File: config.mk
export PLATFORM = sky130hd
export DESIGN_NAME = multiplayer_link_slot_sync_top
export DESIGN_NICKNAME = d
export VERILOG_FILES = /design/src/rtl/mlss_pkg.sv /design/src/rtl/mlss_front.sv /design/src/rtl/mlss_queue.sv /design/src/rtl/mlss_back.sv /design/src/rtl/multiplayer_link_slot_sync_top.sv
export SDC_FILE = /design/constraint.sdc
export NUM_CORES = 1
export LEC_CHECK = 0
export BUFFER_PORTS_ARGS = -buffer_cell sky130_fd_sc_hd__buf_4
export CAP_MARGIN = 0
export CORE_MARGIN = 2
export CORE_UTILIZATION = 46
export DETAILED_ROUTE_END_ITERATION = 8
export PLACE_DENSITY = 0.65
export SKIP_CTS_REPAIR_TIMING = 1
export SYNTH_ARGS = -nofsm -noshare
export SYNTH_HDL_FRONTEND = slang
export SYNTH_SLANG_ARGS = --single-unit
File: constraint.sdc
create_clock -name clock -period 29.2 [get_ports clock]
set_clock_uncertainty 0.15 [all_clocks]
set_input_delay 5.84 -clock clock [delete_from_list [all_inputs] [get_ports clock]]
set_output_delay 5.84 -clock clock [all_outputs]
set_load 0.005 [all_outputs]
File: src/rtl/mlss_pkg.sv
// Shared types and constants for the multiplayer link slot synchronizer.
// Used by the front, queue, back and top-level modules; depends on nothing.
package mlss_pkg;

   localparam int MAX_SLOTS   = 4;
   localparam int SLOT_COUNT  = 4;
   localparam int QUEUE_DEPTH = 2;
   localparam int QPTR_W      = 1;

   localparam logic [31:0] LINK_MAGIC   = 32'h4C4E4B31;
   localparam logic [31:0] KIND_REQUEST = 32'h0000_0000;
   localparam logic [31:0] KIND_RESPONSE = 32'h0000_0001;
   localparam logic [15:0] PACKET_BYTES = 16'd20;
   localparam logic [15:0] IDLE_WORD    = 16'hffff;

   localparam logic TX_REQUEST  = 1'b0;
   localparam logic TX_RESPONSE = 1'b1;

   localparam logic [1:0] CMD_RESET   = 2'd0;
   localparam logic [1:0] CMD_SEND    = 2'd1;
   localparam logic [1:0] CMD_RECEIVE = 2'd2;
   localparam logic [1:0] CMD_TICK    = 2'd3;

   localparam logic CSR_OWN_ID       = 1'b0;
   localparam logic CSR_PLAYER_COUNT = 1'b1;

   typedef enum logic [2:0] {
      OP_CLEAR    = 3'd0,
      OP_SEND     = 3'd1,
      OP_REQUEST  = 3'd2,
      OP_RESPONSE = 3'd3,
      OP_TICK     = 3'd4,
      OP_DROP     = 3'd5
   } op_type;

   // One classified transaction as it travels from front to back.
   typedef struct packed {
      op_type                 op;
      logic [31:0]            seq;
      logic [15:0]            data;
      logic [15:0]            reply;
      logic [MAX_SLOTS-1:0]   sender_mask;
      logic [2:0]             info;
      logic                   irq;
   } cmd_type;

endpackage

File: src/rtl/mlss_front.sv
// Front end: accepts request transactions, validates packets and decodes them.
// Depends on mlss_pkg for the command struct and link constants.
module mlss_front #(
   parameter int SLOT_COUNT = mlss_pkg::SLOT_COUNT
) (
   input  logic                 req_valid,
   output logic                 req_stall,
   input  logic [1:0]           req_command,
   input  logic [15:0]          req_send_value,
   input  logic [15:0]          req_packet_length,
   input  logic [31:0]          req_packet_header,
   input  logic [31:0]          req_packet_kind,
   input  logic [31:0]          req_packet_sequence,
   input  logic [31:0]          req_packet_info,
   input  logic [31:0]          req_packet_payload,
   input  logic [15:0]          req_sender_id,
   input  logic [15:0]          req_local_reply_value,
   input  logic                 req_irq_enable,
   input  logic                 queue_full,
   output logic                 push,
   output mlss_pkg::cmd_type    cmd
);

   logic packet_ok;

   assign req_stall = queue_full;
   assign push      = req_valid && !queue_full;
   assign packet_ok = (req_packet_length == mlss_pkg::PACKET_BYTES) &&
                      (req_packet_header == mlss_pkg::LINK_MAGIC);

   always_comb begin
      cmd       = '0;
      cmd.op    = mlss_pkg::OP_DROP;
      cmd.seq   = req_packet_sequence;
      cmd.reply = req_local_reply_value;
      cmd.irq   = req_irq_enable;
      cmd.data  = req_packet_payload[15:0];
      cmd.info  = (req_packet_info > 32'(SLOT_COUNT)) ? 3'(SLOT_COUNT)
                                                      : req_packet_info[2:0];
      for (int s = 0; s < mlss_pkg::MAX_SLOTS; s++) begin
         cmd.sender_mask[s] = (s < SLOT_COUNT) && (req_sender_id == 16'(s));
      end
      unique case (req_command)
         mlss_pkg::CMD_RESET: cmd.op = mlss_pkg::OP_CLEAR;
         mlss_pkg::CMD_SEND: begin
            cmd.op   = mlss_pkg::OP_SEND;
            cmd.data = req_send_value;
         end
         mlss_pkg::CMD_RECEIVE: begin
            if (packet_ok && req_packet_kind == mlss_pkg::KIND_REQUEST) begin
               cmd.op = mlss_pkg::OP_REQUEST;
            end else if (packet_ok && req_packet_kind == mlss_pkg::KIND_RESPONSE) begin
               cmd.op = mlss_pkg::OP_RESPONSE;
            end
         end
         mlss_pkg::CMD_TICK: cmd.op = mlss_pkg::OP_TICK;
         default: cmd.op = mlss_pkg::OP_DROP;
      endcase
   end

endmodule

File: src/rtl/mlss_queue.sv
// Two-entry queue of decoded commands between the front and back ends.
// Depends on mlss_pkg for the command struct and queue depth.
module mlss_queue (
   input  logic                 clock,
   input  logic                 reset,
   input  logic                 push,
   input  mlss_pkg::cmd_type    push_cmd,
   input  logic                 pop,
   output logic                 head_valid,
   output mlss_pkg::cmd_type    head_cmd,
   output logic                 full
);

   localparam logic [mlss_pkg::QPTR_W:0] COUNT_ONE = (mlss_pkg::QPTR_W + 1)'(1);

   mlss_pkg::cmd_type                   entry_ff [mlss_pkg::QUEUE_DEPTH];
   logic [mlss_pkg::QPTR_W-1:0]         wptr_ff, wptr_in;
   logic [mlss_pkg::QPTR_W-1:0]         rptr_ff, rptr_in;
   logic [mlss_pkg::QPTR_W:0]           count_ff, count_in;

   assign head_valid = (count_ff != '0);
   assign full       = (count_ff == (mlss_pkg::QPTR_W + 1)'(mlss_pkg::QUEUE_DEPTH));
   assign head_cmd   = entry_ff[rptr_ff];

   always_comb begin
      wptr_in  = push ? wptr_ff + 1'b1 : wptr_ff;
      rptr_in  = pop  ? rptr_ff + 1'b1 : rptr_ff;
      count_in = count_ff;
      if (push && !pop) begin
         count_in = count_ff + COUNT_ONE;
      end else if (pop && !push) begin
         count_in = count_ff - COUNT_ONE;
      end
   end

   always_ff @(posedge clock) begin
      if (reset) begin
         wptr_ff  <= '0;
         rptr_ff  <= '0;
         count_ff <= '0;
      end else begin
         wptr_ff  <= wptr_in;
         rptr_ff  <= rptr_in;
         count_ff <= count_in;
      end
   end

   always_ff @(posedge clock) begin
      if (push) begin
         entry_ff[wptr_ff] <= push_cmd;
      end
   end

endmodule

File: src/rtl/mlss_back.sv
// Back end: holds the player slots and settings, executes commands and
// registers one response transaction each. Depends on mlss_pkg.
module mlss_back #(
   parameter int SLOT_COUNT = mlss_pkg::SLOT_COUNT
) (
   input  logic                 clock,
   input  logic                 reset,
   input  logic                 csr_write,
   input  logic                 csr_index,
   input  logic [15:0]          csr_wdata,
   input  logic                 head_valid,
   input  mlss_pkg::cmd_type    head_cmd,
   output logic                 pop,
   output logic                 rsp_valid,
   input  logic                 rsp_stall,
   output logic                 rsp_tx_valid,
   output logic                 rsp_tx_kind,
   output logic [31:0]          rsp_tx_sequence,
   output logic [2:0]           rsp_tx_info,
   output logic [15:0]          rsp_tx_data,
   output logic                 rsp_regs_valid,
   output logic [15:0]          rsp_multi_word0,
   output logic [15:0]          rsp_multi_word1,
   output logic [15:0]          rsp_multi_word2,
   output logic [15:0]          rsp_multi_word3,
   output logic                 rsp_raise_irq
);

   logic [31:0] seq_ff   [SLOT_COUNT];
   logic [31:0] seq_in   [SLOT_COUNT];
   logic [15:0] value_ff [SLOT_COUNT];
   logic [15:0] value_in [SLOT_COUNT];
   logic [2:0]  pending_ff, pending_in;
   logic [15:0] own_id_ff;
   logic [2:0]  player_count_ff;

   logic        rsp_valid_ff;
   logic        tx_valid_ff, tx_valid_in;
   logic        tx_kind_ff, tx_kind_in;
   logic [31:0] tx_seq_ff, tx_seq_in;
   logic [2:0]  tx_info_ff, tx_info_in;
   logic [15:0] tx_data_ff, tx_data_in;
   logic        regs_valid_ff, regs_valid_in;
   logic [15:0] word_ff [mlss_pkg::MAX_SLOTS];
   logic [15:0] word_in [mlss_pkg::MAX_SLOTS];
   logic        irq_ff, irq_in;

   logic [15:0] value_pad [mlss_pkg::MAX_SLOTS];
   logic [31:0] seq0_next;
   logic [2:0]  count_clamped;
   logic        own_in_range;
   logic        in_sync;

   // Slots past the configured count read as idle words on delivery.
   for (genvar g = 0; g < mlss_pkg::MAX_SLOTS; g++) begin : g_pad
      if (g < SLOT_COUNT) begin : g_live
         assign value_pad[g] = value_ff[g];
      end else begin : g_idle
         assign value_pad[g] = mlss_pkg::IDLE_WORD;
      end
   end

   assign pop           = head_valid && (!rsp_valid_ff || !rsp_stall);
   assign seq0_next     = seq_ff[0] + 32'd1;
   assign own_in_range  = (own_id_ff < 16'(SLOT_COUNT));
   assign count_clamped = (player_count_ff > 3'(SLOT_COUNT)) ? 3'(SLOT_COUNT)
                                                             : player_count_ff;

   always_comb begin
      in_sync = (pending_ff != 3'd0);
      for (int i = 1; i < SLOT_COUNT; i++) begin
         if ((3'(i) < pending_ff) && (seq_ff[i] != seq_ff[0])) begin
            in_sync = 1'b0;
         end
      end
   end

   always_comb begin
      seq_in        = seq_ff;
      value_in      = value_ff;
      pending_in    = pending_ff;
      tx_valid_in   = 1'b0;
      tx_kind_in    = mlss_pkg::TX_REQUEST;
      tx_seq_in     = '0;
      tx_info_in    = '0;
      tx_data_in    = '0;
      regs_valid_in = 1'b0;
      irq_in        = 1'b0;
      for (int i = 0; i < mlss_pkg::MAX_SLOTS; i++) begin
         word_in[i] = '0;
      end
      unique case (head_cmd.op)
         mlss_pkg::OP_CLEAR: begin
            for (int s = 0; s < SLOT_COUNT; s++) begin
               seq_in[s]   = '0;
               value_in[s] = '0;
            end
            pending_in    = '0;
            regs_valid_in = 1'b1;
            for (int i = 0; i < mlss_pkg::MAX_SLOTS; i++) begin
               word_in[i] = mlss_pkg::IDLE_WORD;
            end
         end
         mlss_pkg::OP_SEND: begin
            seq_in[0]   = seq0_next;
            value_in[0] = head_cmd.data;
            pending_in  = count_clamped;
            tx_valid_in = 1'b1;
            tx_kind_in  = mlss_pkg::TX_REQUEST;
            tx_seq_in   = seq0_next;
            tx_info_in  = count_clamped;
            tx_data_in  = head_cmd.data;
         end
         mlss_pkg::OP_REQUEST, mlss_pkg::OP_RESPONSE: begin
            // For a request the own slot takes priority over the sender's, so it wins a tie.
            for (int s = 0; s < SLOT_COUNT; s++) begin
               if (head_cmd.op == mlss_pkg::OP_REQUEST && own_id_ff == 16'(s)) begin
                  seq_in[s]   = head_cmd.seq;
                  value_in[s] = head_cmd.reply;
               end else if (head_cmd.sender_mask[s]) begin
                  seq_in[s]   = head_cmd.seq;
                  value_in[s] = head_cmd.data;
               end
            end
            if (head_cmd.op == mlss_pkg::OP_REQUEST && own_in_range) begin
               pending_in  = head_cmd.info;
               tx_valid_in = 1'b1;
               tx_kind_in  = mlss_pkg::TX_RESPONSE;
               tx_seq_in   = head_cmd.seq;
               tx_data_in  = head_cmd.reply;
            end
         end
         mlss_pkg::OP_TICK: begin
            if (in_sync) begin
               for (int i = 0; i < mlss_pkg::MAX_SLOTS; i++) begin
                  word_in[i] = (3'(i) < pending_ff) ? value_pad[i] : mlss_pkg::IDLE_WORD;
               end
               pending_in    = '0;
               regs_valid_in = 1'b1;
               irq_in        = head_cmd.irq;
            end
         end
         mlss_pkg::OP_DROP: begin
         end
         default: begin
         end
      endcase
   end

   always_ff @(posedge clock) begin
      if (reset) begin
         for (int s = 0; s < SLOT_COUNT; s++) begin
            seq_ff[s]   <= '0;
            value_ff[s] <= '0;
         end
         pending_ff      <= '0;
         own_id_ff       <= '0;
         player_count_ff <= '0;
         rsp_valid_ff    <= 1'b0;
      end else begin
         if (csr_write) begin
            unique case (csr_index)
               mlss_pkg::CSR_OWN_ID:       own_id_ff       <= csr_wdata;
               mlss_pkg::CSR_PLAYER_COUNT: player_count_ff <= csr_wdata[2:0];
               default: ;
            endcase
         end
         if (pop) begin
            seq_ff     <= seq_in;
            value_ff   <= value_in;
            pending_ff <= pending_in;
         end
         if (pop) begin
            rsp_valid_ff <= 1'b1;
         end else if (!rsp_stall) begin
            rsp_valid_ff <= 1'b0;
         end
      end
   end

   always_ff @(posedge clock) begin
      if (pop) begin
         tx_valid_ff   <= tx_valid_in;
         tx_kind_ff    <= tx_kind_in;
         tx_seq_ff     <= tx_seq_in;
         tx_info_ff    <= tx_info_in;
         tx_data_ff    <= tx_data_in;
         regs_valid_ff <= regs_valid_in;
         word_ff       <= word_in;
         irq_ff        <= irq_in;
      end
   end

   assign rsp_valid       = rsp_valid_ff;
   assign rsp_tx_valid    = tx_valid_ff;
   assign rsp_tx_kind     = tx_kind_ff;
   assign rsp_tx_sequence = tx_seq_ff;
   assign rsp_tx_info     = tx_info_ff;
   assign rsp_tx_data     = tx_data_ff;
   assign rsp_regs_valid  = regs_valid_ff;
   assign rsp_multi_word0 = word_ff[0];
   assign rsp_multi_word1 = word_ff[1];
   assign rsp_multi_word2 = word_ff[2];
   assign rsp_multi_word3 = word_ff[3];
   assign rsp_raise_irq   = irq_ff;

endmodule

File: src/rtl/multiplayer_link_slot_sync_top.sv
// Top level of the multiplayer link slot synchronizer.
// Instantiates mlss_front, mlss_queue and mlss_back; depends on mlss_pkg.
//
//   Port group | Direction | Handshake              | Carries
//   req_*      | in        | req_valid / req_stall  | one command transaction
//   rsp_*      | out       | rsp_valid / rsp_stall  | one result transaction
//   csr_*      | in        | csr_write              | own id and player count
//
// One transaction per cycle is sustained while rsp_stall stays low; each result
// passes through the command queue and then the result register before it is
// presented on the rsp_* ports.
// The two-entry command queue sets how far requests run ahead of a stalled
// result channel; req_stall rises only when that queue is full.
// Reset is synchronous and clears the slots, settings and both handshakes.
module multiplayer_link_slot_sync_top #(
   parameter int SLOT_COUNT = mlss_pkg::SLOT_COUNT
) (
   input  logic          clock,
   input  logic          reset,
   input  logic          csr_write,
   input  logic          csr_index,
   input  logic [15:0]   csr_wdata,
   input  logic          req_valid,
   output logic          req_stall,
   input  logic [1:0]    req_command,
   input  logic [15:0]   req_send_value,
   input  logic [15:0]   req_packet_length,
   input  logic [31:0]   req_packet_header,
   input  logic [31:0]   req_packet_kind,
   input  logic [31:0]   req_packet_sequence,
   input  logic [31:0]   req_packet_info,
   input  logic [31:0]   req_packet_payload,
   input  logic [15:0]   req_sender_id,
   input  logic [15:0]   req_local_reply_value,
   input  logic          req_irq_enable,
   output logic          rsp_valid,
   input  logic          rsp_stall,
   output logic          rsp_tx_valid,
   output logic          rsp_tx_kind,
   output logic [31:0]   rsp_tx_sequence,
   output logic [2:0]    rsp_tx_info,
   output logic [15:0]   rsp_tx_data,
   output logic          rsp_regs_valid,
   output logic [15:0]   rsp_multi_word0,
   output logic [15:0]   rsp_multi_word1,
   output logic [15:0]   rsp_multi_word2,
   output logic [15:0]   rsp_multi_word3,
   output logic          rsp_raise_irq
);

   logic              push;
   logic              pop;
   logic              queue_full;
   logic              head_valid;
   mlss_pkg::cmd_type push_cmd;
   mlss_pkg::cmd_type head_cmd;

   mlss_front #(.SLOT_COUNT(SLOT_COUNT)) u_front (
      .req_valid             (req_valid),
      .req_stall             (req_stall),
      .req_command           (req_command),
      .req_send_value        (req_send_value),
      .req_packet_length     (req_packet_length),
      .req_packet_header     (req_packet_header),
      .req_packet_kind       (req_packet_kind),
      .req_packet_sequence   (req_packet_sequence),
      .req_packet_info       (req_packet_info),
      .req_packet_payload    (req_packet_payload),
      .req_sender_id         (req_sender_id),
      .req_local_reply_value (req_local_reply_value),
      .req_irq_enable        (req_irq_enable),
      .queue_full            (queue_full),
      .push                  (push),
      .cmd                   (push_cmd)
   );

   mlss_queue u_queue (
      .clock      (clock),
      .reset      (reset),
      .push       (push),
      .push_cmd   (push_cmd),
      .pop        (pop),
      .head_valid (head_valid),
      .head_cmd   (head_cmd),
      .full       (queue_full)
   );

   mlss_back #(.SLOT_COUNT(SLOT_COUNT)) u_back (
      .clock           (clock),
      .reset           (reset),
      .csr_write       (csr_write),
      .csr_index       (csr_index),
      .csr_wdata       (csr_wdata),
      .head_valid      (head_valid),
      .head_cmd        (head_cmd),
      .pop             (pop),
      .rsp_valid       (rsp_valid),
      .rsp_stall       (rsp_stall),
      .rsp_tx_valid    (rsp_tx_valid),
      .rsp_tx_kind     (rsp_tx_kind),
      .rsp_tx_sequence (rsp_tx_sequence),
      .rsp_tx_info     (rsp_tx_info),
      .rsp_tx_data     (rsp_tx_data),
      .rsp_regs_valid  (rsp_regs_valid),
      .rsp_multi_word0 (rsp_multi_word0),
      .rsp_multi_word1 (rsp_multi_word1),
      .rsp_multi_word2 (rsp_multi_word2),
      .rsp_multi_word3 (rsp_multi_word3),
      .rsp_raise_irq   (rsp_raise_irq)
   );

   // A result never both broadcasts a packet and writes the multi registers.
   a_tx_regs_exclusive: assert property (@(posedge clock) disable iff (reset)
      rsp_valid |-> !(rsp_tx_valid && rsp_regs_valid))
      else $error("result carries both a packet and a register delivery");

   // The interrupt is only requested together with a register delivery.
   a_irq_needs_regs: assert property (@(posedge clock) disable iff (reset)
      (rsp_valid && rsp_raise_irq) |-> rsp_regs_valid)
      else $error("interrupt raised without register delivery");

   // A nonzero player count only travels in a request packet.
   a_info_in_request: assert property (@(posedge clock) disable iff (reset)
      (rsp_valid && rsp_tx_info != 3'd0) |->
         (rsp_tx_valid && rsp_tx_kind == mlss_pkg::TX_REQUEST))
      else $error("player count sent outside a request packet");

   // The front never pushes into a full queue, so no transaction is lost.
   a_no_overflow: assert property (@(posedge clock) disable iff (reset)
      queue_full |-> !push)
      else $error("command queue overflow");

endmodule
# == Word-level counts from Yosys, hierarchy flattened ==
# Memory sizes are Yosys's and may differ from the RTL's. A register that Yosys moved wholly into a read port is not among the register bits.
# Cells that the tools add are included.
# word_totals
regBits,338
mem_bits_rw,150
input_bits,249
elab_cells,162
memories,1
# classes
n_addsub,5
n_lt_le_gt_ge,7
eq_ne,27
n_mux,54
bitwise,1
reduce_logical,41
# mem_list
memory,words,word_bits,rd,rd_ports_with_merged_regs,wr,line,rtl
u_queue.entry_ff,2,75,1,1,1,mlss_queue.sv:16,mlss_pkg::cmd_type entry_ff [mlss_pkg::QUEUE_DEPTH];
# ops
operator,count
two-way mux 32 bit,9
two-way mux 16 bit,14
one-hot mux 96 bit (2 select lines),1
one-hot mux 64 bit (2 select lines),1
inequality test 32 bit,3
one-hot mux 32 bit (3 select lines),1
one-hot mux 48 bit (2 select lines),1
== test 16 x 2 -> 1 bit (second input constant),4
two-way mux 64 bit,1
one-hot mux 32 bit (2 select lines),1
one-hot mux 16 bit (3 select lines),1
adder 32 x 1 -> 32 bit (second input constant),1
== test 16 x 1 -> 1 bit (second input constant),2
== test 32 x 1 -> 1 bit (second input constant),1
== test 32 x 31 -> 1 bit (second input constant),1
greater-than comparator 32 x 3 -> 1 bit (second input constant),1
logical NOT 16 bit,2
logical NOT 32 bit,1
one-hot mux 16 bit (2 select lines),1
one-hot mux 3 bit (4 select lines),2
two-way mux 3 bit,6
== test 16 x 5 -> 1 bit (second input constant),1
< comparator 16 x 3 -> 1 bit (second input constant),1
logical AND 1 bit,15
other kinds (28),63

# == Depth between registers and ports, before layout ==
# Gate-level depths: netlist (run 1).
# logic_depth
word_depth,7
ltp_mapped,11

# == By module ==
# Synthesis (run 1) repeated with hierarchy kept, for this count alone.
# hier_totals
hier_cells,2120
area_unflattened_um2,22419.0
# modules_own_cells
module,instances,cells_each,area_each_um2,seq_area_each_um2
mlss_back,1,1712,15632.5,7877.6
mlss_queue,1,255,5636.7,4604.4
mlss_front,1,153,1149.9,0.0

# == Worst setup path before layout (run 1) ==
# Ideal clock, no wire load.
# synth_path
kind,input to register
from,in rsp_stall
to,reg u_back.value_ff[22] (netlist bit)
arrival_time_ns,13.737
t_required_ns,28.982
slack_ns,15.245
cell_stages,8
path_cell_list,a21oi_1 -> nand2_1 -> or2_2 -> o21bai_2 -> or3_1 -> buf_2 -> buf_6 -> o2bb2ai_2
# synth_between
elab_chain_len,4
# synth_rtl
element,line,rtl
from (decl),multiplayer_link_slot_sync_top.sv:37,"input logic rsp_stall,"
logical NOT 1 bit,mlss_back.sv:63,assign pop = head_valid && (!rsp_valid_ff || !rsp_stall);
logical OR 1 bit,mlss_back.sv:63,
logical AND 1 bit,mlss_back.sv:63,
AND reduction 3 bit (no source line),n/a,
to (signal assigned),mlss_back.sv:170,value_ff <= value_in;
to (decl),mlss_back.sv:31,logic [15:0] value_ff [SLOT_COUNT];
# No other way between the ends.
# A chain may end at the register's enable or synchronous reset.

# == Worst setup path in the final report (run 1) ==
# layout_path
from,in rsp_stall
to,reg u_back.value_ff[19] (netlist bit)
# layout_between
elab_chain_len,4
# layout_rtl
element,line,rtl
logical NOT 1 bit,mlss_back.sv:63,
logical OR 1 bit,mlss_back.sv:63,
logical AND 1 bit,mlss_back.sv:63,
net pop,multiplayer_link_slot_sync_top.sv:52,logic pop;
AND reduction 3 bit (no source line),n/a,
# The timed path passes the listed nets, and every way through them passes these cells.

==> results of run 1 <==
[power by group through the flow]
| stage | registers [mW] | logic, mW | clock network, mW |
|---|---|---|---|
| floorplan | 1.01 | 0.381 | 0 |
| finish | 1.02 | 0.679 | 0.632 |
| global route | 1.04 | 0.735 | 0.669 |
| global placement | 1.03 | 0.670 | 0 |
| detailed placement | 1.04 | 0.677 | 0 |
| CTS | 1.02 | 0.680 | 0.641 |
[flip-flops by register name, indices dropped and copies added, names as in the netlist, 32 cells and up, named ones only]
name	cells
u_back.rsp_tx_sequence	32
u_queue.entry_ff	150
u_back.seq_ff	128
u_back.value_ff	64
[synth_stat cells (6+ instances only)]
cell type / n / share of area
sky130_fd_sc_hd__edfxtp_1: 269 / 0.38
sky130_fd_sc_hd__a21oi_1: 176 / 0.041
sky130_fd_sc_hd__dfxtp_1: 220 / 0.21
sky130_fd_sc_hd__nor3_1: 74 / 0.017
sky130_fd_sc_hd__mux2_2: 38 / 0.020
sky130_fd_sc_hd__o22ai_1: 42 / 0.012
sky130_fd_sc_hd__inv_1: 8 / 0.0014
sky130_fd_sc_hd__a211oi_1: 24 / 0.0085
sky130_fd_sc_hd__nor4_1: 53 / 0.016
sky130_fd_sc_hd__xnor2_1: 20 / 0.0082
sky130_fd_sc_hd__nor2b_1: 24 / 0.0071
sky130_fd_sc_hd__nand2_1: 289 / 0.051
sky130_fd_sc_hd__nand3_1: 18 / 0.0042
sky130_fd_sc_hd__nor3b_1: 6 / 0.0021
sky130_fd_sc_hd__buf_1: 18 / 0.0032
sky130_fd_sc_hd__o2bb2ai_1: 6 / 0.0025
sky130_fd_sc_hd__nor2_1: 153 / 0.027
sky130_fd_sc_hd__clkbuf_1: 119 / 0.021
sky130_fd_sc_hd__buf_2: 19 / 0.0045
sky130_fd_sc_hd__nand4_1: 21 / 0.0062
sky130_fd_sc_hd__mux2i_1: 89 / 0.042
sky130_fd_sc_hd__xor2_1: 110 / 0.045
sky130_fd_sc_hd__and3_1: 10 / 0.0029
sky130_fd_sc_hd__o2bb2ai_2: 10 / 0.0071
sky130_fd_sc_hd__o21a_1: 66 / 0.023
sky130_fd_sc_hd__o21ai_0: 81 / 0.019
[layout make-up]
type / count / area share
flip-flops and latches: 489 / 0.481
multi-input cells: 1359 / 0.318
repair buffers: 378 / 0.109
clock buffers: 73 / 0.0563
well taps: 600 / 0.0289
clock inverters: 21 / 0.00602
inverters: 8 / 0.00116
[routing by layer]
metal / wire length (um) / GRT usage / vias to the layer above
met5: 0 / 0 / -
met4: 1620 / 0.0802 / 0
met3: 4320 / 0.0412 / 88
met2: 30200 / 0.424 / 652
met1: 26700 / 0.353 / 7945
li1: - / - / 7727
[cell families (layout without fill, tap and decap cells)]
family          count (synthesis)  in the layout  synth area share
mux                           127            127            0.0619
xor+xnor                      130            130            0.0535
simple gates                  676            676             0.145
compound gates                424            424             0.121
fa+ha+maj                       2              2           0.00118
buf+inv                       165            480            0.0306
flops                         489            489             0.586
[worst paths after layout]
check        depth (start not counted)                 start  slack [ns]                   end
max                                  7             rsp_stall       21.25   u_back.value_ff[19]
min                                  2  u_back.own_id_ff[11]        0.30  u_back.own_id_ff[11]
max reg2reg                          8                  flop       24.25   u_back.value_ff[19]
min reg2reg                          2  u_back.own_id_ff[11]        0.30  u_back.own_id_ff[11]
[worst register-to-register path, cell delays in order (launching register included)]
cell and delay, ns:
sky130_fd_sc_hd__dfxtp_4 0.77, sky130_fd_sc_hd__mux2i_1 0.59, sky130_fd_sc_hd__and3_1 0.37, sky130_fd_sc_hd__nand3_2 0.09, sky130_fd_sc_hd__buf_4 0.34, sky130_fd_sc_hd__nor3b_4 0.94, sky130_fd_sc_hd__o21bai_4 0.51, sky130_fd_sc_hd__or3_1 0.81
sky130_fd_sc_hd__o2bb2ai_1 0.30
[metrics by stage]
stage / total power, mW / hold slack, ns
global route: 2.44 / 0.318
floorplan: 1.39 / 0.282
global placement: 1.70 / 0.290
finish: 2.33 / 0.303
detailed placement: 1.71 / 0.296
CTS: 2.35 / 0.304
==> impl_metrics.sql, run 1 <==
INSERT INTO impl_metrics (metric_group, metric, value, unit) VALUES
('run_status', 'result_of_the_run', 'finished clean', ''),
('route', 'route.vias.total', '16412', ''),
('timing', 'finalSetupViolCount', '0', ''),
('flow_run', 'max_cap_viol_count', '0', ''),
('layout', 'drive_above_1_share', '0.226', ''),
('floorplanning', 'die_height', '219', 'um'),
('place', 'gpl.final_weighted_congestion', '0.874', ''),
('layout', 'finish.utilization', '0.570', ''),
('layout', 'layout.cells.non_filler', '2928', ''),
('synth', 'synth.net_count', '2264', ''),
('place', 'io_buffers', '353', ''),
('synth', 'synth_top_flop_cell', 'sky130_fd_sc_hd__edfxtp_1', ''),
('power', 'worst_ir_drop_vdd', '0.0465', 'mV'),
('floorplanning', 'initial_utilization', '0.467', ''),
('global_routing', 'global_route.overflow_total', '0', ''),
('layout', 'most-common-layout-cells', '377 x sky130_fd_sc_hd__buf_4, 288 x sky130_fd_sc_hd__nand2_1, 269 x sky130_fd_sc_hd__edfxtp_1', ''),
('timing', 'final_hold_viol_count', '0', ''),
('route', 'totalWireLength', '62900', 'um'),
('timing', 'final_min_period_over_clock_period', '0.272', ''),
('global_routing', 'grt_util_all_layers', '0.259', ''),
('worst_setup_path', 'crit_end_category', 'flop', ''),
('route', 'wl_per_cell', '21.5', 'um'),
('timing', 'max_slew.worst_pin.slew', '1.13', 'ns'),
('global_routing', 'grt_first_pass_wirelength', '93800', 'um'),
('timing', 'timing.setup.tns', '0', 'ns'),
('layout', 'stdcell_area', '0.0260', 'sq mm'),
('worst_setup_path', 'critical_path_arrival', '8.31', 'ns'),
('power', 'power.share.clock', '0.271', ''),
('place', 'post-place-ws', '20.61', 'ns'),
('timing', 'layout_setup_ws', '21.25', 'ns'),
('floorplanning', 'placementRows', '78', ''),
('layout', 'total_number_of_nets_in_the_final_design', '2538', ''),
('synth', 'async_reset_ff_frac', '0', ''),
('layout', 'layout.cells.most_common', 'sky130_fd_sc_hd__buf_4', ''),
('layout', 'synthToLayoutAreaGrowth', '22.0', '%'),
('route', 'remaining_drc_errors', '0', ''),
('floorplanning', 'design.die.area', '0.0480', 'sq mm'),
('power', 'leakagePower', '9.90', 'nW'),
('synth', 'synth_edf_count', '269', ''),
('synth', 'yosysSeqAreaShare', '0.586', ''),
('floorplanning', 'core-area', '0.0456', 'sq mm'),
('place', 'place_area', '0.0244', 'sq mm'),
('power', 'net-switching-power', '0.779', 'mW'),
('synth', 'ys_warn_count', '0', ''),
('cts', 'cts_bufs_inserted', '51', ''),
('place', 'dp_hpwl', '43100', 'um'),
('synth', 'syn-cell-area', '0.0213', 'sq mm'),
('worst_setup_path', 'worst-path-max-fanout', '33', ''),
('power', 'power.combinational.fraction', '0.291', ''),
('timing', 'slew_headroom', '0.240', ''),
('power', 'p_sw_frac', '0.334', ''),
('synth', 'yosys.cell_types.count', '57', ''),
('power', 'cellPowerDensity', '89.8', 'mW/mm^2'),
('route', 'detailedRoute.firstPassIterationCount', '5', ''),
('worst_setup_path', 'cp_data_required_time', '29.56', 'ns'),
('floorplanning', 'dieWidth', '219', 'um'),
('cts', 'ctsRootBufferMaster', 'sky130_fd_sc_hd__clkbuf_16', ''),
('route', 'drt_first_iter_violations', '1424', ''),
('synth', 'ys_seq_elements', '489', ''),
('timing', 'maxSlewViolCount', '0', ''),
('hold_path', 'worstHoldPathType', 'reg -> reg', ''),
('layout', 'num_antenna_cells', '0', ''),
('cts', 'cts.path.max_buffers', '3', ''),
('route', 'avgViaCountPerCell', '5.61', ''),
('layout', 'register_cell_area_after_layout', '0.0125', 'sq mm'),
('worst_setup_path', 'critical_path_buf_inv_count', '1', ''),
('synth', 'synth.avg_cell_area', '10.6', 'sq um'),
('global_routing', 'grt_max_degree', '82', ''),
('synth', 'syn_inst', '2013', ''),
('layout', 'multiInputGateArea', '0.00825', 'sq mm'),
('timing', 'max_freq', '0.126', 'GHz');
No activity file was read; power rests on OpenSTA's default activity.
==> inputs of run 2 (changes only) <==
Clock period 29.2 ns to 7.9 ns, I/O delays scaled along.
==> run 2 against run 1 <==
Compared with the run above:
- core utilization about the same
- final area about the same
- flip-flop and latch count stayed put
- via count rose by 0.53%
- count of clock-buffer cells in the layout is 12 higher
- critical path type is now reg -> reg
- highest routed layer is now met5
==> impl_metrics.sql, run 2 (synthesis results as in run 1) <==
INSERT INTO impl_metrics (metric_group, metric, value, unit) VALUES
('run_status', 'result_of_the_run', 'finished clean', ''),
('global_routing', 'grt_util_all_layers', '0.261', ''),
('global_routing', 'number_of_global_route_vias_before_repair', '15813', ''),
('hold_path', 'holdCritStartpoint', 'u_back.value_ff[44]', ''),
('power', 'p_int', '5.76', 'mW'),
('worst_setup_path', 'crit_end_category', 'flop', ''),
('layout', 'largest_reg_flops', '150', ''),
('floorplanning', 'core-area', '0.0456', 'sq mm'),
('cts', 'path_clk_slew', '0.06', 'ns'),
('route', 'remaining_drc_errors', '0', ''),
('power', 'cellPowerDensity', '332', 'mW/mm^2'),
('hold_path', 'hold_depth', '2', ''),
('power', 'net-switching-power', '2.86', 'mW'),
('timing', 'slew_headroom', '0.206', ''),
('place', 'gpl.final_weighted_congestion', '0.978', ''),
('timing', 'finalSetupViolCount', '0', ''),
('cts', 'cts_bufs_inserted', '51', ''),
('cts', 'ctsRootBufferMaster', 'sky130_fd_sc_hd__clkbuf_16', ''),
('layout', 'synthToLayoutAreaGrowth', '22.1', '%'),
('floorplanning', 'dieWidth', '219', 'um'),
('cts', 'clkSinkCount', '489', ''),
('worst_setup_path', 'critical_path.cell_chain', 'mux2i_1 > and3_1 > nand3_2 > buf_4 > nor3b_4 > o21bai_4 > or3_1 > o2bb2ai_1', ''),
('worst_setup_path', 'worst-path-max-fanout', '51', ''),
('power', 'p_sw_frac', '0.332', ''),
('global_routing', 'number_of_antenna_violations_at_the_first_check_in_global_routing', '7', ''),
('cts', 'clock_tree.htree_level_count', '2', ''),
('route', 'ant_nets', '0', ''),
('hold_path', 'min_to', 'u_back.value_ff[44]', ''),
('worst_setup_path', 'max_stage_delay', '0.93', 'ns'),
('layout', 'multiInputGateArea', '0.00824', 'sq mm'),
('timing', 'maxSlewViolCount', '0', ''),
('power', 'leakagePower', '9.88', 'nW'),
('timing', 'final_min_period_over_clock_period', '0.575', ''),
('layout', 'fillCellCount', '3874', ''),
('layout', 'drive_above_1_share', '0.223', ''),
('layout', 'layout_top_registers', 'u_queue.entry_ff x150, u_back.seq_ff x128, u_back.value_ff x64', ''),
('timing', 'rsz0062_at_grt', 'no', ''),
('timing', 'final_hold_viol_count', '0', ''),
('timing', 'max_slew.worst_pin.slew', '1.19', 'ns'),
('power', 'power.combinational.fraction', '0.294', ''),
('layout', 'most-common-layout-cells', '377 x sky130_fd_sc_hd__buf_4, 288 x sky130_fd_sc_hd__nand2_1, 269 x sky130_fd_sc_hd__edfxtp_1', ''),
('place', 'io_buffers', '353', ''),
('worst_setup_path', 'reg2reg_slack', '3.36', 'ns'),
('floorplanning', 'design.die.area', '0.0480', 'sq mm'),
('floorplanning', 'number_of_top_level_design_ports', '370', ''),
('route', 'avgViaCountPerCell', '5.62', ''),
('timing', 'period_minus_slack', '4.54', 'ns'),
('route', 'detailedRoute.firstPassIterationCount', '5', ''),
('route', 'drt_first_iter_violations', '1263', ''),
('route', 'route.vias.total', '16499', ''),
('power', 'seqPwrFrac', '0.437', ''),
('timing', 'timing.setup.tns', '0', 'ns'),
('floorplanning', 'die_height', '219', 'um'),
('place', 'dp_hpwl', '43600', 'um'),
('global_routing', 'global_route.overflow_total', '0', ''),
('hold_path', 'worstHoldPathType', 'reg -> reg', ''),
('layout', 'layout.cells.most_common', 'sky130_fd_sc_hd__buf_4', ''),
('timing', 'max_freq', '0.220', 'GHz'),
('worst_setup_path', 'critical_path_arrival', '4.89', 'ns'),
('worst_setup_path', 'crit_path_start_kind', 'flop', ''),
('cts', 'insertion_delay', '0.59', 'ns'),
('worst_setup_path', 'critPathTopFamily', 'simple AND/OR/NAND/NOR gates', ''),
('global_routing', 'grt_max_degree', '107', ''),
('route', 'wl_per_cell', '21.6', 'um'),
('floorplanning', 'placementRows', '78', ''),
('cts', 'cts_tree', 'yes', ''),
('worst_setup_path', 'critPathSlowestCell', 'sky130_fd_sc_hd__nor3b_4', ''),
('worst_setup_path', 'worstSetupPathDepth', '8', ''),
('layout', 'regMostFlops', 'u_queue.entry_ff', ''),
('floorplanning', 'initial_utilization', '0.467', ''),
('flow_run', 'max_cap_viol_count', '0', ''),
('layout', 'register_cell_area_after_layout', '0.0125', 'sq mm'),
('worst_setup_path', 'worst-r2r-cell-count', '8', ''),
('power', 'worst_ir_drop_vdd', '0.181', 'mV'),
('worst_setup_path', 'regToRegEndpoint', 'u_back.value_ff[18]', ''),
('global_routing', 'grt_first_pass_wirelength', '94300', 'um'),
('worst_setup_path', 'critical_path_buf_inv_count', '1', ''),
('power', 'power.share.clock', '0.270', ''),
('worst_setup_path', 'cp_data_required_time', '8.25', 'ns'),
('worst_setup_path', 'criticalPathCategory', 'reg -> reg', ''),
('cts', 'cts.path.max_buffers', '3', ''),
('timing', 'hold-worst-slack', '0.302', 'ns'),
('layout', 'total_number_of_nets_in_the_final_design', '2538', ''),
('route', 'totalWireLength', '63400', 'um');
[run 2: cell types whose count changed in the layout (fill, tap and decap cells not counted), sizes merged]
cell	previous run	this run
diode	0	7
clkinv	18	9
clkbuf	73	85
inv	9	8
bufinv	2	1
[run 2: routing by layer]
metal	up-vias	track usage	routed length, um
met3	100	0.0470	4490
met5	-	0	13
li1	7747	-	-
met1	7985	0.349	26600
met2	665	0.423	30000
met4	2	0.0973	2240
[run 2: cell type report]
cell class	count	share of cell area
antenna	7	0.000674
clock buffer	85	0.0595
clock inverter	10	0.00284
inverter	8	0.00116
multi-input combinational	1359	0.317
sequential	489	0.480
tap	600	0.0289
timing repair buffer	378	0.109
[run 2: per-stage QoR]
| step | setup slack, ns | std cells | cell area (sq um) | util | total power, mW |
|---|---|---|---|---|---|
| after floorplan | 1.09 | 2013 | 21300 | - | 5.10 |
| after global placement | 3.24 | 2834 | 24400 | 0.534 | 6.31 |
| after detailed placement | 3.15 | 2834 | 24400 | 0.534 | 6.35 |
| after CTS | 3.34 | 2929 | 26000 | 0.570 | 8.69 |
| after global routing | 3.08 | 2935 | 26000 | 0.570 | 9.03 |
| final | 3.36 | 2936 | 26000 | 0.570 | 8.62 |
[run 2: power groups by stage]
stage	registers, mW	logic [mW]	clock network, mW
CTS	3.77	2.54	2.37
detailed placement	3.82	2.53	0
global route	3.82	2.74	2.47
finish	3.76	2.53	2.33
global placement	3.81	2.50	0
floorplan	3.69	1.41	0
[run 2: tightest hold or removal path: stages (launching register included)]
cell and delay (ns):
sky130_fd_sc_hd__dfxtp_1 0.31, sky130_fd_sc_hd__nand2_1 0.05, sky130_fd_sc_hd__a21oi_1 0.05
[run 2: how the worst max path moves through the flow]
stage | to | slack [ns]
after global routing | u_back.value_ff[20] | 3.08
final | u_back.value_ff[18] | 3.36
after CTS | u_back.value_ff[18] | 3.34
after global placement | u_back.value_ff[21] | 3.24
after detailed placement | u_back.value_ff[18] | 3.15
after floorplan | u_back.value_ff[22] | 1.09
==> inputs of run 3 (changes only) <==
Settings changed: ABC_AREA set to 1, PLACE_DENSITY 0.65 to 0.64.
Clock period 7.9 ns to 4.3 ns, I/O delays scaled along.
==> run 3 against run 2 <==
Compared with the run above:
- count of clock-buffer cells in the layout down 9
- synthesized cell count is 22% higher
- wire length rose by 0.42%
- sequential power is 110% higher
- final area increased by 1.9%
- critical endpoint is now u_back.seq_ff[89]
- cell count grew 15%
- highest routed layer is now met4
==> impl_metrics.sql, run 3 <==
INSERT INTO impl_metrics (metric_group, metric, value, unit) VALUES
('run_status', 'result_of_the_run', 'finished clean', ''),
('cts', 'cts.path.max_buffers', '3', ''),
('timing', 'final_min_period_over_clock_period', '0.802', ''),
('cts', 'cts_bufs_inserted', '50', ''),
('layout', 'most-common-layout-cells', '515 x sky130_fd_sc_hd__nand2_1, 378 x sky130_fd_sc_hd__buf_4, 269 x sky130_fd_sc_hd__o21ai_0, 269 x sky130_fd_sc_hd__edfxtp_1, 219 x sky130_fd_sc_hd__dfxtp_1', ''),
('worst_setup_path', 'critical_path_arrival', '3.82', 'ns'),
('layout', 'drive_above_1_share', '0.181', ''),
('synth', 'yosys-mux-area-fraction', '0.00868', ''),
('layout', 'regMostFlops', 'u_queue.entry_ff', ''),
('synth', 'synth-simple-area-share', '0.160', ''),
('worst_setup_path', 'criticalPathCategory', 'reg -> reg', ''),
('synth', 'synth_edf_count', '269', ''),
('global_routing', 'grt_util_all_layers', '0.253', ''),
('place', 'dp_hpwl', '45600', 'um'),
('timing', 'final_hold_viol_count', '0', ''),
('worst_setup_path', 'worst-r2r-cell-count', '12', ''),
('synth', 'post_synth_adder_cell_area', '0.00114', ''),
('synth', 'async_reset_ff_frac', '0', ''),
('cts', 'clock_tree.htree_level_count', '2', ''),
('place', 'place.detailed.instances', '3284', ''),
('synth', 'synth.net_count', '2702', ''),
('synth', 'ys_warn_count', '0', ''),
('global_routing', 'grt_first_pass_wirelength', '96900', 'um'),
('cts', 'ctsRootBufferMaster', 'sky130_fd_sc_hd__clkbuf_16', ''),
('synth', 'commonest_cells_post_synth', '516 x sky130_fd_sc_hd__nand2_1, 269 x sky130_fd_sc_hd__edfxtp_1, 269 x sky130_fd_sc_hd__o21ai_0', ''),
('synth', 'post-synth-top-count-cell', 'sky130_fd_sc_hd__nand2_1', ''),
('route', 'detailedRoute.firstPassIterationCount', '6', ''),
('layout', 'layout.cells.most_common', 'sky130_fd_sc_hd__nand2_1', ''),
('floorplanning', 'dieWidth', '222', 'um'),
('layout', 'total_number_of_nets_in_the_final_design', '2980', ''),
('global_routing', 'global_route.overflow_total', '0', ''),
('synth', 'syn-cell-area', '0.0219', 'sq mm'),
('timing', 'finalSetupViolCount', '0', ''),
('layout', 'layout_top_registers', 'u_queue.entry_ff x150, u_back.seq_ff x128, u_back.value_ff x64', ''),
('layout', 'largest_reg_flops', '150', ''),
('worst_setup_path', 'regToRegEndpoint', 'u_back.seq_ff[89]', ''),
('route', 'remaining_drc_errors', '0', ''),
('synth', 'syn_inst', '2451', ''),
('layout', 'layout.cells.non_filler', '3381', ''),
('route', 'totalWireLength', '63700', 'um'),
('worst_setup_path', 'worstSetupEndpoint', 'u_back.seq_ff[89]', ''),
('timing', 'max_slew.worst_pin.slew', '0.927', 'ns'),
('timing', 'rsz0062_at_grt', 'no', ''),
('power', 'worst_ir_drop_vdd', '0.302', 'mV'),
('worst_setup_path', 'worst-path-max-fanout', '91', ''),
('layout', 'synthToLayoutAreaGrowth', '21.0', '%'),
('timing', 'maxSlewViolCount', '0', ''),
('timing', 'max_freq', '0.290', 'GHz'),
('power', 'power', '19.1', 'mW'),
('route', 'drt_first_iter_violations', '1682', ''),
('synth', 'synth-xor-area-share', '0.0288', ''),
('place', 'gpl.final_weighted_congestion', '0.928', ''),
('worst_setup_path', 'crit_path_start_kind', 'flop', ''),
('cts', 'path_clk_slew', '0.06', 'ns'),
('route', 'ant_nets', '0', ''),
('synth', 'synth_compound_gate_area_share', '0.157', ''),
('floorplanning', 'placementRows', '79', ''),
('cts', 'clkSinkCount', '489', ''),
('floorplanning', 'core-area', '0.0468', 'sq mm'),
('synth', 'synth.avg_cell_area', '8.93', 'sq um'),
('hold_path', 'worstHoldPathType', 'reg -> reg', ''),
('floorplanning', 'initial_utilization', '0.468', ''),
('synth', 'yosysSeqAreaShare', '0.570', ''),
('global_routing', 'grt_max_degree', '105', ''),
('timing', 'timing.setup.tns', '0', 'ns'),
('synth', 'ys_seq_elements', '489', ''),
('power', 'cellPowerDensity', '722', 'mW/mm^2'),
('place', 'io_buffers', '353', ''),
('worst_setup_path', 'cp_data_required_time', '4.67', 'ns'),
('global_routing', 'number_of_antenna_violations_at_the_first_check_in_global_routing', '3', ''),
('route', 'avgViaCountPerCell', '5.38', ''),
('synth', 'synth_top_cells_by_area', 'sky130_fd_sc_hd__edfxtp_1 37%, sky130_fd_sc_hd__dfxtp_1 20%, sky130_fd_sc_hd__nand2_1 8.8%, sky130_fd_sc_hd__o21ai_0 6.1%, sky130_fd_sc_hd__a21oi_1 4.5%', ''),
('synth', 'synth_top_family_by_area', 'simple AND/OR/NAND/NOR gates', ''),
('cts', 'insertion_delay', '0.60', 'ns'),
('flow_run', 'max_cap_viol_count', '0', ''),
('worst_setup_path', 'crit_end_category', 'flop', ''),
('power', 'leakagePower', '10.6', 'nW'),
('synth', 'synth_top_flop_cell', 'sky130_fd_sc_hd__edfxtp_1', ''),
('worst_setup_path', 'reg2reg_slack', '0.85', 'ns'),
('layout', 'fillCellCount', '4189', ''),
('synth', 'yosys.cell_types.count', '49', ''),
('floorplanning', 'design.die.area', '0.0494', 'sq mm'),
('timing', 'slew_headroom', '0.382', ''),
('timing', 'period_minus_slack', '3.45', 'ns'),
('floorplanning', 'number_of_top_level_design_ports', '370', ''),
('global_routing', 'number_of_global_route_vias_before_repair', '16962', ''),
('synth', 'yosysTopAreaCell', 'sky130_fd_sc_hd__edfxtp_1', ''),
('layout', 'finish.utilization', '0.567', ''),
('route', 'wl_per_cell', '18.8', 'um'),
('floorplanning', 'die_height', '222', 'um'),
('synth', 'netlist.area_leader.share', '0.369', ''),
('timing', 'hold-worst-slack', '0.291', 'ns'),
('cts', 'cts_tree', 'yes', ''),
('route', 'route.vias.total', '18180', '');
## run 3: changes by cell type in the layout (fill, tap and decap cells not counted), moves of 52 or more
cell and delta:
sky130_fd_sc_hd__o21a_1 -52, sky130_fd_sc_hd__o21ai_0 +188, sky130_fd_sc_hd__mux2i_1 -88, sky130_fd_sc_hd__xor2_1 -107, sky130_fd_sc_hd__inv_1 +209, sky130_fd_sc_hd__nand2_1 +227
## run 3: layout make-up
type | count | area (sq um) | share of cell area
multi-input cells | 1577 | 7830 | 0.295
inverters | 226 | 861 | 0.0325
diodes | 3 | 7.51 | 0.000283
well taps | 607 | 759 | 0.0287
clock inverters | 18 | 78.8 | 0.00298
flip-flops and latches | 489 | 12500 | 0.471
clock buffers | 76 | 1490 | 0.0564
repair buffers | 385 | 2980 | 0.112
## run 3: logic make-up after synthesis
logic type | Yosys count
AND/OR/NAND/NOR | 847
XOR/XNOR | 72
multiplexers | 17
adder cells (fa/ha/maj) | 2
flip-flops | 489
buffers and inverters | 385
AO/OA/AOI/OAI | 639
## run 3: layer usage
| metal | wire length (um) | global-route usage | vias up |
|---|---|---|---|
| li1 | - | - | 8862 |
| met1 | 27700 | 0.351 | 8494 |
| met2 | 28700 | 0.396 | 717 |
| met3 | 5050 | 0.0487 | 107 |
| met4 | 2210 | 0.0909 | 0 |
| met5 | 0 | 0 | - |
## run 3: worst min path at each step
| stage | to | cells after the start | slack (ns) | startpoint |
|---|---|---|---|---|
| after floorplan | flop | 1 | 0.28 | u_queue.rptr_ff |
| after global placement | flop | 1 | 0.28 | u_queue.rptr_ff |
| after detailed placement | flop | 1 | 0.28 | u_queue.rptr_ff |
| after CTS | u_queue.entry_ff[1][55] | 1 | 0.27 | req_packet_sequence[15] |
| after global routing | u_queue.entry_ff[1][55] | 1 | 0.28 | req_packet_sequence[15] |
| final | flop | 1 | 0.29 | u_queue.rptr_ff |
## run 3: power by group
| group | internal [mW] | switching (mW) |
|---|---|---|
| Sequential | 6.83 | 0.997 |
| Combinational | 2.65 | 4.49 |
| Clock | 2.39 | 1.78 |
## run 3: worst max-delay path: stages, from the launching register on
cell	delay [ns]
sky130_fd_sc_hd__dfxtp_2	0.33
sky130_fd_sc_hd__buf_4	0.72
sky130_fd_sc_hd__o21ai_2	0.23
sky130_fd_sc_hd__nor2_4	0.19
sky130_fd_sc_hd__nand2_2	0.11
sky130_fd_sc_hd__nor2_8	0.16
sky130_fd_sc_hd__nand3_4	0.25
sky130_fd_sc_hd__nand4_1	0.16
sky130_fd_sc_hd__nand2_1	0.15
sky130_fd_sc_hd__inv_2	0.31
sky130_fd_sc_hd__buf_4	0.32
sky130_fd_sc_hd__o21ai_0	0.12
sky130_fd_sc_hd__a21oi_1	0.16
## run 3: per-stage QoR
| step | setup slack, ns | area, sq um |
|---|---|---|
| CTS | 0.841 | 26500 |
| floorplan | 0.0920 | 21900 |
| global placement | 0.923 | 24900 |
| finish | 0.852 | 26500 |
| detailed placement | 0.860 | 24900 |
| global route | 0.521 | 26500 |
